==> src/stcm_pkg.sv <==
// ----------------------------------------------------------------------------
// stcm_pkg
// Shared constants, types and helpers of the segment tile congestion map.
// ----------------------------------------------------------------------------
package stcm_pkg;

  localparam int unsigned MAX_COLS   = 64;
  localparam int unsigned MAX_ROWS   = 64;
  localparam int unsigned COUNT_BITS = 16;

  localparam int unsigned COORD_W  = 24;
  localparam int unsigned TSZ_W    = 23;
  localparam int unsigned CFG_CW   = 7;
  localparam int unsigned FRAC_SH  = 3;  // coordinates held in eighths

  localparam int unsigned COL_W    = (MAX_COLS > 1) ? $clog2(MAX_COLS) : 1;
  localparam int unsigned ROW_W    = (MAX_ROWS > 1) ? $clog2(MAX_ROWS) : 1;
  localparam int unsigned QW       = (COL_W > ROW_W) ? COL_W : ROW_W;
  localparam int unsigned QCW      = (QW > 1) ? $clog2(QW) : 1;
  localparam int unsigned CNTC_W   = $clog2(MAX_COLS + 1);
  localparam int unsigned CNTR_W   = $clog2(MAX_ROWS + 1);
  localparam int unsigned GUARD_W  = $clog2(MAX_COLS + MAX_ROWS + 2);
  localparam int unsigned DEPTH    = MAX_COLS * MAX_ROWS;
  localparam int unsigned ADDR_W   = (DEPTH > 1) ? $clog2(DEPTH) : 1;
  localparam int unsigned NUM_W    = 25;
  localparam int unsigned REM_W    =
    ((NUM_W > TSZ_W + QW) ? NUM_W : TSZ_W + QW) + 1;
  localparam int unsigned EDGE_W   = 32;

  typedef enum logic [2:0] {
    CFG_X_MIN = 3'd0,
    CFG_Y_MIN = 3'd1,
    CFG_X_MAX = 3'd2,
    CFG_Y_MAX = 3'd3,
    CFG_TILE_W = 3'd4,
    CFG_TILE_H = 3'd5,
    CFG_COLS  = 3'd6,
    CFG_ROWS  = 3'd7
  } cfg_idx_e;

  typedef struct packed {
    logic                      start;
    logic signed [EDGE_W-1:0]  xe;
    logic signed [EDGE_W-1:0]  ye;
  } cor_req_t;

  typedef struct packed {
    logic done;
    logic pos;
    logic neg;
  } cor_res_t;

  function automatic logic [ADDR_W-1:0] tile_addr(logic [COL_W-1:0] c,
                                                  logic [ROW_W-1:0] r);
    tile_addr = ADDR_W'(c) * ADDR_W'(MAX_ROWS) + ADDR_W'(r);
  endfunction

endpackage

==> src/stcm_corner.sv <==
// ----------------------------------------------------------------------------
// stcm_corner
// Line versus tile corner test: sign of the cross-multiplied height error,
// two products through one shared multiplier.
// ----------------------------------------------------------------------------
module stcm_corner
  import stcm_pkg::*;
(
  input  logic                      clk_i,
  input  logic                      rst_ni,
  input  cor_req_t                  req_i,
  input  logic signed [COORD_W-1:0] x1_i,
  input  logic signed [COORD_W-1:0] y1_i,
  input  logic signed [COORD_W-1:0] x2_i,
  input  logic signed [COORD_W-1:0] y2_i,
  output cor_res_t                  res_o
);

  logic               p1_q, p2_q, p3_q;
  logic signed [32:0] dx, dy, a1, b2, mul_a, mul_b;
  logic signed [65:0] prod_q, acc_q, mul;
  logic signed [66:0] n;
  cor_res_t           res_q;

  assign dx    = 33'(x2_i) - 33'(x1_i);
  assign dy    = 33'(y2_i) - 33'(y1_i);
  assign a1    = 33'(y1_i) - 33'(req_i.ye);
  assign b2    = 33'(req_i.xe) - 33'(x1_i);
  assign mul_a = p1_q ? a1 : dy;
  assign mul_b = p1_q ? dx : b2;
  assign mul   = mul_a * mul_b;
  assign n     = 67'(acc_q) + 67'(prod_q);

  always_ff @(posedge clk_i or negedge rst_ni) begin
    if (!rst_ni) begin
      p1_q  <= 1'b0;
      p2_q  <= 1'b0;
      p3_q  <= 1'b0;
      res_q <= '0;
    end else begin
      p1_q <= req_i.start;
      p2_q <= p1_q;
      p3_q <= p2_q;
      res_q.done <= p3_q;
      res_q.pos  <= p3_q && (dx != '0) && (n != '0) && (n[66] == dx[32]);
      res_q.neg  <= p3_q && (dx != '0) && (n != '0) && (n[66] != dx[32]);
    end
  end

  always_ff @(posedge clk_i) begin
    if (p1_q || p2_q) begin
      prod_q <= mul;
    end
    if (p2_q) begin
      acc_q <= prod_q;
    end
  end

  assign res_o = res_q;

endmodule

==> config.mk <==
export PLATFORM = sky130hd
export DESIGN_NAME = stcm_corner
export DESIGN_NICKNAME = d
export VERILOG_FILES = /design/src/stcm_pkg.sv /design/src/stcm_corner.sv
export SDC_FILE = /design/constraint.sdc
export NUM_CORES = 2
export LEC_CHECK = 0
export ABC_CLOCK_PERIOD_IN_PS = 10800
export BUFFER_PORTS_ARGS = -buffer_cell sky130_fd_sc_hd__buf_2
export CAP_MARGIN = 20
export CORE_MARGIN = 1
export CORE_UTILIZATION = 42
export DETAILED_ROUTE_END_ITERATION = 8
export GPL_ROUTABILITY_DRIVEN = 0
export HOLD_SLACK_MARGIN = 0.12
export PLACE_DENSITY = 0.61
export SLEW_MARGIN = 40
export SYNTH_ARGS = -nofsm -noshare
export SYNTH_HDL_FRONTEND = slang
export SYNTH_SLANG_ARGS = --single-unit
==> constraint.sdc <==
create_clock -name clk_i -period 10.8 [get_ports clk_i]
set_input_delay 0.54 -clock clk_i [delete_from_list [all_inputs] [get_ports clk_i]]
set_output_delay 0.54 -clock clk_i [all_outputs]
set_load 0.01 [all_outputs]
Yosys cells after proc, flatten, opt, wreduce, memory -nomap -nowiden
Index checks and enable logic that the tools add are counted.
- muxes and demuxes: 2
- $add $sub $neg: 5
- multipliers: 1
- equal/unequal tests: 2
- reduce and logical (&&, ||, !) cells: 7
- operator list (cell ; number):
    $add 66x66->67 ; 1
    $reduce_bool 67->1 ; 1
    $mul 33x33->66 ; 1
    $mux 33 ; 2
    $sub 24x24->25 ; 2
    $reduce_bool 33->1 ; 1
    $sub 24x32->33 ; 1
    $sub 32x24->33 ; 1
    $logic_and 1x1->1 ; 4
    $eq 1x1->1 ; 1
    $logic_or 1x1->1 ; 1
    $ne 1x1->1 ; 1
- input bits: 163
- register bits after elaboration: 138

Logic depth before layout (Yosys ltp)
- depth after elaboration: 5
- gate-level depth with buffers: 43
- depth with buffers taken out: 42

Worst setup path before layout
OpenSTA, ideal clock, no wires.
- path type: input -> register
- start point: input y1_i[0]
- end point: register prod_q[64], data pin
- slack: -0.430 ns
- arrival time: 10.972 ns
- stages: 41
- cells stage by stage: inv_1 > ha_1 > inv_1 > fa_1 > a21o_1 > a21oi_1 > o21ai_1 > a2111oi_1 > a211o_1 > a31oi_1 > o41ai_2 > o31ai_1 > a21o_1 > a31oi_1 > buf_2 > nand2_1 > fa_1 > inv_1 > [5 not listed] > fa_1 > fa_1 > fa_1 > inv_1 > fa_1 > inv_1 > ha_1 > clkbuf_1 > nand2_1 > or4_1 > nor2_1 > o41ai_1 > a211oi_1 > a211oi_1 > o21ai_0 > a41oi_1 > o21a_1 > o221a_2
- cells in the longest elaborated chain, start to end: 3
- elaborated cells on any way between the ends: 4
- classes of those cells: add/sub (2); mul (1); mux (1)
- ends and longest elaborated chain (item ; line ; text):
    start, declared ; stcm_corner.sv:13 ; input logic signed [COORD_W-1:0] y1_i,
    $sub 24x32->33 / $sub 24x24->25 (equally long branches) ; stcm_corner.sv:27, stcm_corner.sv:26 ;
    $mux 33 (*) ; stcm_corner.sv:29 ; assign mul_a = p1_q ? a1 : dy;
    $mul 33x33->66 (*) ; stcm_corner.sv:31 ; assign mul = mul_a * mul_b;
    net mul[64] ; stcm_corner.sv:21 ; logic signed [65:0] prod_q, acc_q, mul;
    end signal, assigned ; stcm_corner.sv:52 ; prod_q <= mul;
    end, declared ; stcm_corner.sv:21 ;
The timed path passes the listed nets; every way through them passes the cells marked *.
A chain may end at the register's enable or synchronous reset.

Worst setup path in the final report
Same ends and word-level chain as after synthesis.

==> flow_summary.json <==
{
  "fmax_mhz": 94.8,
  "cts_tree": "yes",
  "start_util_pct": 42.6,
  "die_area_um2": 127000,
  "synth_area_um2": 52900,
  "synthCells": 5890,
  "synth_compound_gate_area_share_pct": 10.7,
  "synth_commonest_cells": "inv_1, fa_1, nand2_1",
  "grt_pass1_wl_um": 247000,
  "hold_path.class": "input pin to register",
  "worst_slack_ns": 0.256,
  "rr_worst_depth": 29,
  "r2r_end": "prod_q[64]",
  "rsz0062_at_grt": "true",
  "via_per_inst": 5.31,
  "yosysTopAreaCell": "fa_1",
  "maxSlewViolCount": 0,
  "htree_levels": 4,
  "setup_tns_ns": 0,
  "synthXorXnorAreaFrac_pct": 3.09,
  "crit_top_cell": "fa_1",
  "core.rowCount": 129,
  "r2r-start": "p1_q",
  "nNetsFinal": 8135,
  "fin_crit_sh_pct": 97.6,
  "synth-edff-count": 132,
  "grt_antenna_before_repair": 4,
  "clock_skew_ns": 0.0188,
  "finalCriticalPeriod_ns": 10.54,
  "min_from": "req_i[64]",
  "numPortBuffers": 165,
  "syn_nets": 7598,
  "cp-end-kind": "register",
  "syn_to_final_growth_pct": 16.1,
  "clock_latency_ns": 0.44,
  "clock-root-buffer": "clkbuf_16",
  "slew_headroom_pct": 41.2,
  "pre_cts_ws_ns": -0.818,
  "crit_family": "adder cells",
  "worstHoldPathCells": 1,
  "antennaDiodeCount": 0,
  "grt_usage_pct": 24.8,
  "io_pins": 166,
  "grt_max_degree": 74,
  "setup_violations": 0,
  "crit_start": "y1_i[0]",
  "whs_endpoint": "p1_q",
  "synthFlopType": "edfxtp_1",
  "critical_path_arrival_ns": 10.72,
  "crit_path_start_kind": "input pin",
  "postRouteAntennaNets": 0,
  "drive_gt1_share_pct": 15.7,
  "path_buf_inv": 10,
  "maxCapViolCount": 0,
  "first_pass_iters": 5,
  "place_hpwl_um": 136000,
  "synth_cell_types": 94,
  "synth-simple-area-share_pct": 14.5,
  "worst_path_largest_cell_delay_ns": 0.65,
  "synth_most_common_cell": "inv_1",
  "cts_buffer_depth": 2,
  "wl_per_cell_um": 19.2,
  "num_vias": 42889,
  "r2r_setup_slack_ns": 1.42,
  "synth-async-reset-ratio_pct": 4.35,
  "path_class": "input pin to register",
  "synth_top_family_by_area": "adder cells",
  "crit_fanout": 4,
  "status": "completed",
  "ys_ff_latch": 138,
  "syn_area_per_cell_um2": 8.99,
  "hold_viol_final": 0,
  "cts.sink_count": 138,
  "yosys_warnings": 0,
  "worst_slew_pin_slew_ns": 0.876,
  "yosys.area.top_type_share_pct": 43.5,
  "cp_slowest_cell": "fa_2",
  "die_x_um": 357,
  "post-route-drc-count": 0,
  "clk_pin_slew_worst_paths_ns": 0.06,
  "ys_seq_area_share_pct": 7.77,
  "fillerInstances": 11828,
  "core-area_um2": 124000,
  "routed_wl_um": 155000,
  "synthTopCellsByArea": "fa_1, ha_1, inv_1, edfxtp_1, nand2_1",
  "cts_buffers": 17,
  "die_h_um": 357,
  "grt_pass1_vias": 44611,
  "synth_mux_area_share_pct": 0.754,
  "overflow": 0,
  "required_ns": 10.98,
  "drtIter0Drc": 3134,
  "synth_adder_area_share_pct": 52.9
}
[routing by layer]
layer | GRT usage [%] | wire length [µm] | up-vias
met5 | 0 | 30 | -
met4 | 6.58 | 4670 | 6
met3 | 3.57 | 11900 | 248
met2 | 40.6 | 71400 | 1558
met1 | 34.3 | 67400 | 21582
li1 | - | - | 19495
[cells in the final DEF, fill, tap and decap left out, drive strengths merged, types with 23 or more instances in the layout]
master | synthesis | final
nand4 | 43 | 43
nand2 | 923 | 923
fa | 1151 | 1151
mux2 | 23 | 23
buf | 42 | 769
o21bai | 38 | 38
xor2 | 63 | 63
a21oi | 249 | 250
nand3 | 48 | 48
a211oi | 30 | 30
a31oi | 31 | 31
nand2b | 38 | 38
and2 | 189 | 189
o21a | 46 | 46
nor3 | 42 | 42
o21ai | 144 | 145
a21o | 137 | 137
inv | 1177 | 1183
xnor2 | 124 | 124
ha | 394 | 394
nor2b | 64 | 64
nor2 | 229 | 229
edfxtp | 132 | 132
[sequential cells by signal (all words and copies together), names as in the netlist]
register	flops
acc_q	66
prod_q	66
res_o	3
p1_q	1
p2_q	1
p3_q	1
[cell type report]
class	count	area, µm²	area share, %
multi-input cells	4323	44200	72.0
clock buffers	18	429	0.699
inverters	1177	4420	7.19
clock inverters	14	164	0.267
flip-flops and latches	138	4120	6.70
repair buffers	770	6040	9.83
well taps	1637	2050	3.33
[metrics by stage]
step	util, %	instances	hold WS, ns	cell area [µm²]
floorplan	-	5890	0.244	52900
global placement	48.2	8014	0.365	59800
detailed placement	48.2	8014	0.368	59800
CTS	48.7	8048	0.197	60500
global route	49.4	8077	0.210	61400
finish	49.4	8077	0.214	61400
[worst max-delay path by stage]
stage / endpoint / slack (ns) / cells past startpoint
CTS: prod_q[63] / 0.002 / 42
floorplan: prod_q[64] / 0.09 / 41
global placement: prod_q[64] / -0.80 / 41
detailed placement: prod_q[64] / -0.82 / 41
global route: prod_q[64] / -0.14 / 44
finish: prod_q[64] / 0.26 / 42
[what timing repair did]
action | in CTS | in global routing
gates resized for setup | 8 | 154
hold endpoints to repair | 6 | 0
cloned | 0 | 2
buffers inserted | 1 | 28
endpoints found under the setup margin | 7 | 18
pin swaps | 2 | 98
hold buffers | 1 | 0
[logic make-up (layout without fill, tap and decap cells)]
kind of cell | after synthesis | in the layout
AO/OA/AOI/OAI | 860 | 862
XOR/XNOR | 187 | 187
adder cells (fa/ha/maj) | 1545 | 1545
buffers and inverters | 1431 | 1979
flip-flops | 138 | 138
multiplexers | 37 | 37
AND/OR/NAND/NOR | 1692 | 1692
Power is not shown: default switching activity piles up to over one toggle a cycle in this logic, so the estimate is an artifact.
