<file path="config.mk">
export PLATFORM = sky130hd
export DESIGN_NAME = stcm_div
export DESIGN_NICKNAME = d
export VERILOG_FILES = /design/src/stcm_pkg.sv /design/src/stcm_div.sv
export SDC_FILE = /design/constraint.sdc
export NUM_CORES = 1
export LEC_CHECK = 0
export BUFFER_PORTS_ARGS = -buffer_cell sky130_fd_sc_hd__buf_2
export CAP_MARGIN = 20
export CORE_MARGIN = 5
export CORE_UTILIZATION = 50
export CTS_CLUSTER_DIAMETER = 200
export CTS_CLUSTER_SIZE = 8
export DETAILED_ROUTE_END_ITERATION = 16
export GPL_ROUTABILITY_DRIVEN = 0
export PLACE_DENSITY = 0.78
export REMOVE_ABC_BUFFERS = 1
export SYNTH_ARGS = -nofsm -noshare
export SYNTH_HDL_FRONTEND = slang
export SYNTH_SLANG_ARGS = --single-unit
</file>
<file path="constraint.sdc">
create_clock -name clk_i -period 6.1 [get_ports clk_i]
set_input_delay 0.61 -clock clk_i [delete_from_list [all_inputs] [get_ports clk_i]]
set_output_delay 0.61 -clock clk_i [all_outputs]
set_load 0.05 [all_outputs]
</file>
<file path="src/stcm_pkg.sv">
// ----------------------------------------------------------------------------
// stcm_pkg
// Shared constants, types and helpers of the segment tile congestion map.
// ----------------------------------------------------------------------------
package stcm_pkg;

  localparam int unsigned MAX_COLS   = 64;
  localparam int unsigned MAX_ROWS   = 64;
  localparam int unsigned COUNT_BITS = 16;

  localparam int unsigned COORD_W  = 24;
  localparam int unsigned TSZ_W    = 23;
  localparam int unsigned CFG_CW   = 7;
  localparam int unsigned FRAC_SH  = 3;  // coordinates held in eighths

  localparam int unsigned COL_W    = (MAX_COLS > 1) ? $clog2(MAX_COLS) : 1;
  localparam int unsigned ROW_W    = (MAX_ROWS > 1) ? $clog2(MAX_ROWS) : 1;
  localparam int unsigned QW       = (COL_W > ROW_W) ? COL_W : ROW_W;
  localparam int unsigned QCW      = (QW > 1) ? $clog2(QW) : 1;
  localparam int unsigned CNTC_W   = $clog2(MAX_COLS + 1);
  localparam int unsigned CNTR_W   = $clog2(MAX_ROWS + 1);
  localparam int unsigned GUARD_W  = $clog2(MAX_COLS + MAX_ROWS + 2);
  localparam int unsigned DEPTH    = MAX_COLS * MAX_ROWS;
  localparam int unsigned ADDR_W   = (DEPTH > 1) ? $clog2(DEPTH) : 1;
  localparam int unsigned NUM_W    = 25;
  localparam int unsigned REM_W    =
    ((NUM_W > TSZ_W + QW) ? NUM_W : TSZ_W + QW) + 1;
  localparam int unsigned EDGE_W   = 32;

  typedef enum logic [2:0] {
    CFG_X_MIN = 3'd0,
    CFG_Y_MIN = 3'd1,
    CFG_X_MAX = 3'd2,
    CFG_Y_MAX = 3'd3,
    CFG_TILE_W = 3'd4,
    CFG_TILE_H = 3'd5,
    CFG_COLS  = 3'd6,
    CFG_ROWS  = 3'd7
  } cfg_idx_e;

  typedef struct packed {
    logic                      start;
    logic signed [EDGE_W-1:0]  xe;
    logic signed [EDGE_W-1:0]  ye;
  } cor_req_t;

  typedef struct packed {
    logic done;
    logic pos;
    logic neg;
  } cor_res_t;

  function automatic logic [ADDR_W-1:0] tile_addr(logic [COL_W-1:0] c,
                                                  logic [ROW_W-1:0] r);
    tile_addr = ADDR_W'(c) * ADDR_W'(MAX_ROWS) + ADDR_W'(r);
  endfunction

endpackage

</file>
<file path="src/stcm_div.sv">
// ----------------------------------------------------------------------------
// stcm_div
// Iterative tile index divider: one quotient bit per cycle, clamped to limit.
// ----------------------------------------------------------------------------
module stcm_div
  import stcm_pkg::*;
(
  input  logic              clk_i,
  input  logic              rst_ni,
  input  logic              start_i,
  input  logic [NUM_W-1:0]  num_i,
  input  logic [TSZ_W-1:0]  den_i,
  input  logic [QW-1:0]     lim_i,
  output logic              done_o,
  output logic [QW-1:0]     q_o
);

  logic             busy_q, sat_q, done_q;
  logic [REM_W-1:0] rem_q, dsh_q;
  logic [QCW-1:0]   cnt_q;
  logic [QW-1:0]    q_q, qo_q;
  logic             ge;
  logic [QW-1:0]    qn;
  logic [REM_W-1:0] den_top;

  assign den_top = REM_W'(den_i) << QW;
  assign ge      = rem_q >= dsh_q;
  assign qn      = sat_q ? '1 : (q_q | (ge ? (QW'(1) << cnt_q) : '0));

  always_ff @(posedge clk_i or negedge rst_ni) begin
    if (!rst_ni) begin
      busy_q <= 1'b0;
      done_q <= 1'b0;
    end else begin
      done_q <= 1'b0;
      if (start_i) begin
        busy_q <= 1'b1;
      end else if (busy_q && (sat_q || cnt_q == '0)) begin
        busy_q <= 1'b0;
        done_q <= 1'b1;
      end
    end
  end

  always_ff @(posedge clk_i) begin
    if (start_i) begin
      rem_q <= REM_W'(num_i);
      dsh_q <= REM_W'(den_i) << (QW - 1);
      cnt_q <= QCW'(QW - 1);
      q_q   <= '0;
      sat_q <= REM_W'(num_i) >= den_top;
    end else if (busy_q) begin
      if (ge) begin
        rem_q <= rem_q - dsh_q;
      end
      dsh_q <= dsh_q >> 1;
      cnt_q <= cnt_q - QCW'(1);
      q_q   <= qn;
      if (sat_q || cnt_q == '0) begin
        qo_q <= (qn > lim_i) ? lim_i : qn;
      end
    end
  end

  assign done_o = done_q;
  assign q_o    = qo_q;

endmodule

</file>
== After elaboration in Yosys (flattened, before gate mapping) ==
Cells that the tools add are included.

* Shift-type cells: 1
* $lt $le $gt $ge: 3
* Add/subtract/negate cells: 2
* Reduce and logical (&&, ||, !) cells: 9
* Multiplexer cells: 12
* Bitwise logic cells: 2

{| class="wikitable"
|+ Operators by type and width
! kind !! count
|-
| two-way mux 25 bit || 3
|-
| two-way mux 28 bit || 2
|-
| greater-or-equal comparator 30 x 28 -> 1 bit || 1
|-
| subtractor 30 x 28 -> 30 bit || 1
|-
| greater-or-equal comparator 25 x 29 -> 1 bit || 1
|-
| two-way mux 6 bit || 3
|-
| greater-than comparator 6 bit || 1
|-
| bitwise OR 6 bit || 1
|-
| nonzero test 2 bit || 3
|-
| << shifter 1 x 3 -> 6 bit (first input constant) || 1
|-
| two-way mux 1 bit || 4
|-
| AND reduction 2 bit || 2
|-
| logical NOT 3 bit || 1
|-
| AND reduction 3 bit || 1
|-
| subtractor 3 x 1 -> 3 bit (second input constant) || 1
|-
| logical AND 1 bit || 1
|-
| logical OR 1 bit || 1
|-
| inverter 1 bit || 1
|}

* Register bits: 76
* Input bits: 57
* Output and inout bits: 7
* Word-level logic and storage cells: 39

== Longest topological paths before layout ==
* Depth in word-level cells: 6
* Depth in mapped cells: 18
* Mapped depth without buffers: 17

== Least setup slack after synthesis ==
OpenSTA, ideal clock, no wires.

* Path kind: reg-to-reg
* From: register rem_q[0]
* To: register qo_q[1], in the netlist q_o[1], data pin
* Library setup time: 260 ps
* Stages on the path, launching flop included: 19
* Path slack: 2311 ps
* Path buffers: 1
* Required time: 5840 ps
* Period minus slack after synthesis: 3789 ps
* Arrival time: 3529 ps
* Path through: edfxtp_1 inv_1 ha_1 fa_1 nor2b_1 o211ai_1 a31oi_1 o21a_1 o211ai_1 a21oi_1 a211oi_1 ha_1 inv_1 a21o_1 a21oi_1 o21ai_0 o21a_1 buf_1 mux2_2

* Word-level cells in the longest chain between the ends: 6

{| class="wikitable"
|+ Ends and longest elaborated chain
! what !! RTL line !! text
|-
| from (decl) || stcm_div.sv:19 || <nowiki>logic [REM_W-1:0] rem_q, dsh_q;</nowiki>
|-
| from (signal assigned) || stcm_div.sv:47 || <nowiki>rem_q <= REM_W'(num_i);</nowiki>
|-
| from (signal assigned) || stcm_div.sv:54 || <nowiki>rem_q <= rem_q - dsh_q;</nowiki>
|-
| greater-or-equal comparator 30 x 28 -> 1 bit (*) || stcm_div.sv:27 || <nowiki>assign ge = rem_q >= dsh_q;</nowiki>
|-
| two-way mux 6 bit (*) || stcm_div.sv:28 || <nowiki>assign qn = sat_q ? '1 : (q_q | (ge ? (QW'(1) << cnt_q) : '0));</nowiki>
|-
| bitwise OR 6 bit (*) || stcm_div.sv:28 ||
|-
| two-way mux 6 bit (*) || stcm_div.sv:28 ||
|-
| greater-than comparator 6 bit || stcm_div.sv:60 || <nowiki>qo_q <= (qn > lim_i) ? lim_i : qn;</nowiki>
|-
| two-way mux 6 bit (*) || stcm_div.sv:60 ||
|-
| to (signal assigned) || stcm_div.sv:60 ||
|-
| to (decl) || stcm_div.sv:21 || <nowiki>logic [QW-1:0] q_q, qo_q;</nowiki>
|}

Every way passes the cells marked *; elsewhere a longest branch is shown, timed or not.
A chain may end at the register's enable or synchronous reset.

== Worst setup path after layout ==
* From: register rem_q[0]
* To: register qo_q[3], in the netlist q_o[3], data pin

The elaborated chain is that of the path after synthesis.

==> impl_results.md <==
* Crit-path cells: inv_1 -> ha_1 -> fa_1 -> nor2b_1 -> o211ai_1 -> a31oi_1 -> o21a_1 -> o211ai_1 -> a21oi_1 -> a211oi_1 -> ha_1 -> inv_1 -> a21o_1 -> a21oi_1 -> o21ai_0 -> o21a_1 -> mux2_2
* Max_slew headroom at 45.7%
* DRC Markers at 0
* Switching part of the total at 42.5%
* Cts hold-fix bufs at 0
* Cell Area, Synth at 5430 sq um
* Largest net degree at the start of global routing at 53
* Max IR drop VDD at 0.246 mV
* Drt pass-1 iters at 5
* Postcts setup bufs at 0
* Hold crit path type: input pin to async pin
* Area grow syn2layout at 10.8%
* Die height at 114 um
* Slowest stage delay, CP at 0.53 ns
* Post-DRT Antenna Nets at 0
* CP Buf/Inv Count at 2
* Startpoint Class: flip-flop
* Status: finished clean
* CP Max Fanout at 8
* Primary FF master, synth: edfxtp_1
* Ys Warns at 0
* Number of synthesized flops with an enable pin at 55
* Initial Utilization at 50.5%
* Critical R2R Capture: q_o[3]
* Synth Instances at 582
* CP Capture Type: flip-flop
* CP required at 6.22 ns
* Final Max Tran Viols at 0
* Clock skew at 0.0119 ns
* Filler cells at 1,020
* # IOs at 64
* # resized after CTS at 0
* Synth cell types at 63
* Async SR Flop Fraction at 2.63%
* Dominant cells by area after synthesis: edfxtp_1 (30%), ha_1 (13%), dfxtp_1 (7.0%)
* Mean Syn Cell Area at 9.33 sq um
* Initial antenna violation count at 0
* Longest Clk Path Bufs at 2
* Seq/Total Area, Yosys at 38.3%
* Root buf cell: clkbuf_8
* Total GRT Usage at 19.3%
* Final period util at 70.0%
* Worst reg2reg setup slack at 1.83 ns
* Pint at 1510 uW
* Fmax at 234 MHz
* Combinational share of power at 55.2%
* Vias in the first global route at 4,262
* Post-Route Setup TNS at 0 ns
* Wire per inst at 15.8 um
* Clock network fraction of total power at 14.4%
* Synth area leader: edfxtp_1
* Via count at 4,479
* Area of the multi-input gates at 2970 sq um
* RSZ-0062 raised after global routing: false
* Die W at 114 um
* Total Wirelength at 12,300 um
* Clk slew on worst S/H paths at 0.09 ns
* Tmin final at 4.27 ns
* Row count at 38
* Layout cell share with drive strength beyond 1 at 16.3%
* Final Setup Violations at 0
* H-tree depth at 3
* Register-to-Register Path Depth at 17
* CP max-delay cell: a21oi_1
* Min Hold Slack at 0.0168 ns
* Sequential power share at 30.4%
* Critical path's top delay family: compound AO/OA/AOI/OAI gates
* PD cells at 438 nW/um^2
* Reg area at 2080 sq um
* DR iter-0 viols at 264
* DP HPWL at 9360 um
* Total CTS buffers at 9
* Core area at 10,700 sq um
* Ant. Diodes at 0
* Grt total ovfl at 0
* Psw at 1120 uW
* Slew @ Worst Pin at 0.815 ns
* First-pass GRT wire length at 20,300 um
* Critical path class: flip-flop to flip-flop
* Final nets at 751
* Yosys reg bits at 76
* Max cap viols at 0
* CTS tree: done
* Post-synth top area share at 30.4%
* Die area at 13,000 sq um
* Clk sinks at 76
* Port Buf Inserts at 63
* Final Hold Fails at 0
* Worst skew pair latency at 0.36 ns
* Vias per cell at 5.74
* WP data arrival at 4.39 ns
* R2r startpoint: rem_q[0]
* Leakage at 0.00272 uW
## power groups by stage
| stage | Combinational (uW) | Clock, uW | Sequential [uW] |
|---|---|---|---|
| after global routing | 1600 | 409 | 815 |
| final | 1450 | 380 | 800 |
| after detailed placement | 1420 | 0 | 812 |
| after global placement | 1370 | 0 | 805 |
| after CTS | 1440 | 385 | 802 |
| after floorplan | 1090 | 0 | 812 |
## layout make-up
type,instances,share of cell area [%]
clock buffers,10,2.47
clock inverters,6,0.686
inverters,66,4.12
multi-input cells,417,49.4
flip-flops and latches,76,34.6
well taps,140,2.91
repair buffers,65,5.82
## through the flow
stage / setup slack, ns / utilization [%] / cell area (sq um) / power, uW / instances
final: 1.83 / 56.0 / 6020 / 2630 / 780
after floorplan: 2.42 / - / 5300 / 1900 / 559
after global placement: 2.06 / 54.0 / 5800 / 2170 / 763
after global routing: 1.52 / 56.0 / 6020 / 2830 / 780
after CTS: 1.84 / 56.0 / 6020 / 2620 / 780
after detailed placement: 1.86 / 54.2 / 5830 / 2230 / 764
## cell usage after synthesis, types with 2 or more instances
library cell  count
inv_1            66
a31oi_1           2
ha_1             58
o211ai_1          5
nor4_1            2
xnor2_1          16
nor2b_1           4
o211a_1           2
a21oi_1          38
a21o_2            2
a21o_1           16
xor2_1            8
o22ai_1           2
o2bb2ai_1         4
and2_1            3
o31ai_1          19
dfxtp_1          19
o21ai_0          45
a22o_1            2
nand3_1          13
nand2_1          72
nor3_1            7
edfxtp_1         55
a311o_1           2
clkbuf_1         16
a211oi_1          6
and3_2            3
o2111ai_1         3
a31o_2            4
o21a_1            7
dfrtp_1           2
mux2_2            5
buf_1             2
o21bai_1          2
nand2b_1          6
a211o_1           4
nor2_1           18
nand4_1           7
clkbuf_8          3
o31a_1            2
or2_2             3
mux2i_1           6
## how the worst max path moves through the flow
stage | cells after the start | start | endpoint | slack (ns)
floorplan | 17 | rem_q[0] | q_o[1] | 2.42
global placement | 17 | rem_q[0] | q_o[1] | 2.06
detailed placement | 17 | rem_q[0] | q_o[3] | 1.86
CTS | 17 | rem_q[0] | q_o[3] | 1.84
global route | 17 | rem_q[0] | q_o[5] | 1.52
finish | 17 | rem_q[0] | q_o[3] | 1.83
## flip-flops by register name, summed over array words and instances, names as in the netlist
| register | cells |
|---|---|
| sat_q | 1 |
| busy_q | 1 |
| q_q | 6 |
| rem_q | 30 |
| done_o | 1 |
| cnt_q | 3 |
| dsh_q | 28 |
| q_o | 6 |
## metal layers
metal  share of wire [%]  track usage [%]  up-vias  wire length, um
met3                 6.3             3.38       14              781
met4                0.94             4.04        0              116
met5                   0                0        -                0
met1                  46             26.6     2109             5630
met2                  47             32.1      144             5790
li1                    -                -     2212                -
## cells in the final DEF, fill, tap and decap left out, drive strengths merged, types with 7 or more instances in the layout
cell / Yosys / layout
edfxtp: 55 / 55
inv: 66 / 70
nand3: 13 / 13
nor2: 18 / 18
ha: 58 / 58
nand2: 72 / 72
nor3: 7 / 7
a21o: 18 / 18
xnor2: 16 / 16
o21ai: 45 / 45
xor2: 8 / 8
nand4: 7 / 7
buf: 4 / 65
clkbuf: 19 / 10
a21oi: 39 / 39
o21a: 7 / 7
o31ai: 19 / 19
dfxtp: 19 / 19
## cells by family after synthesis
kind of cell | after synthesis | share of synthesized area (%)
simple gates | 145 | 12.4
fa+ha+maj | 59 | 13.7
buf+inv | 89 | 6.91
mux | 12 | 2.35
xor+xnor | 24 | 3.87
compound gates | 177 | 22.4
flops | 76 | 38.3
(Power assumes the default switching activity.)
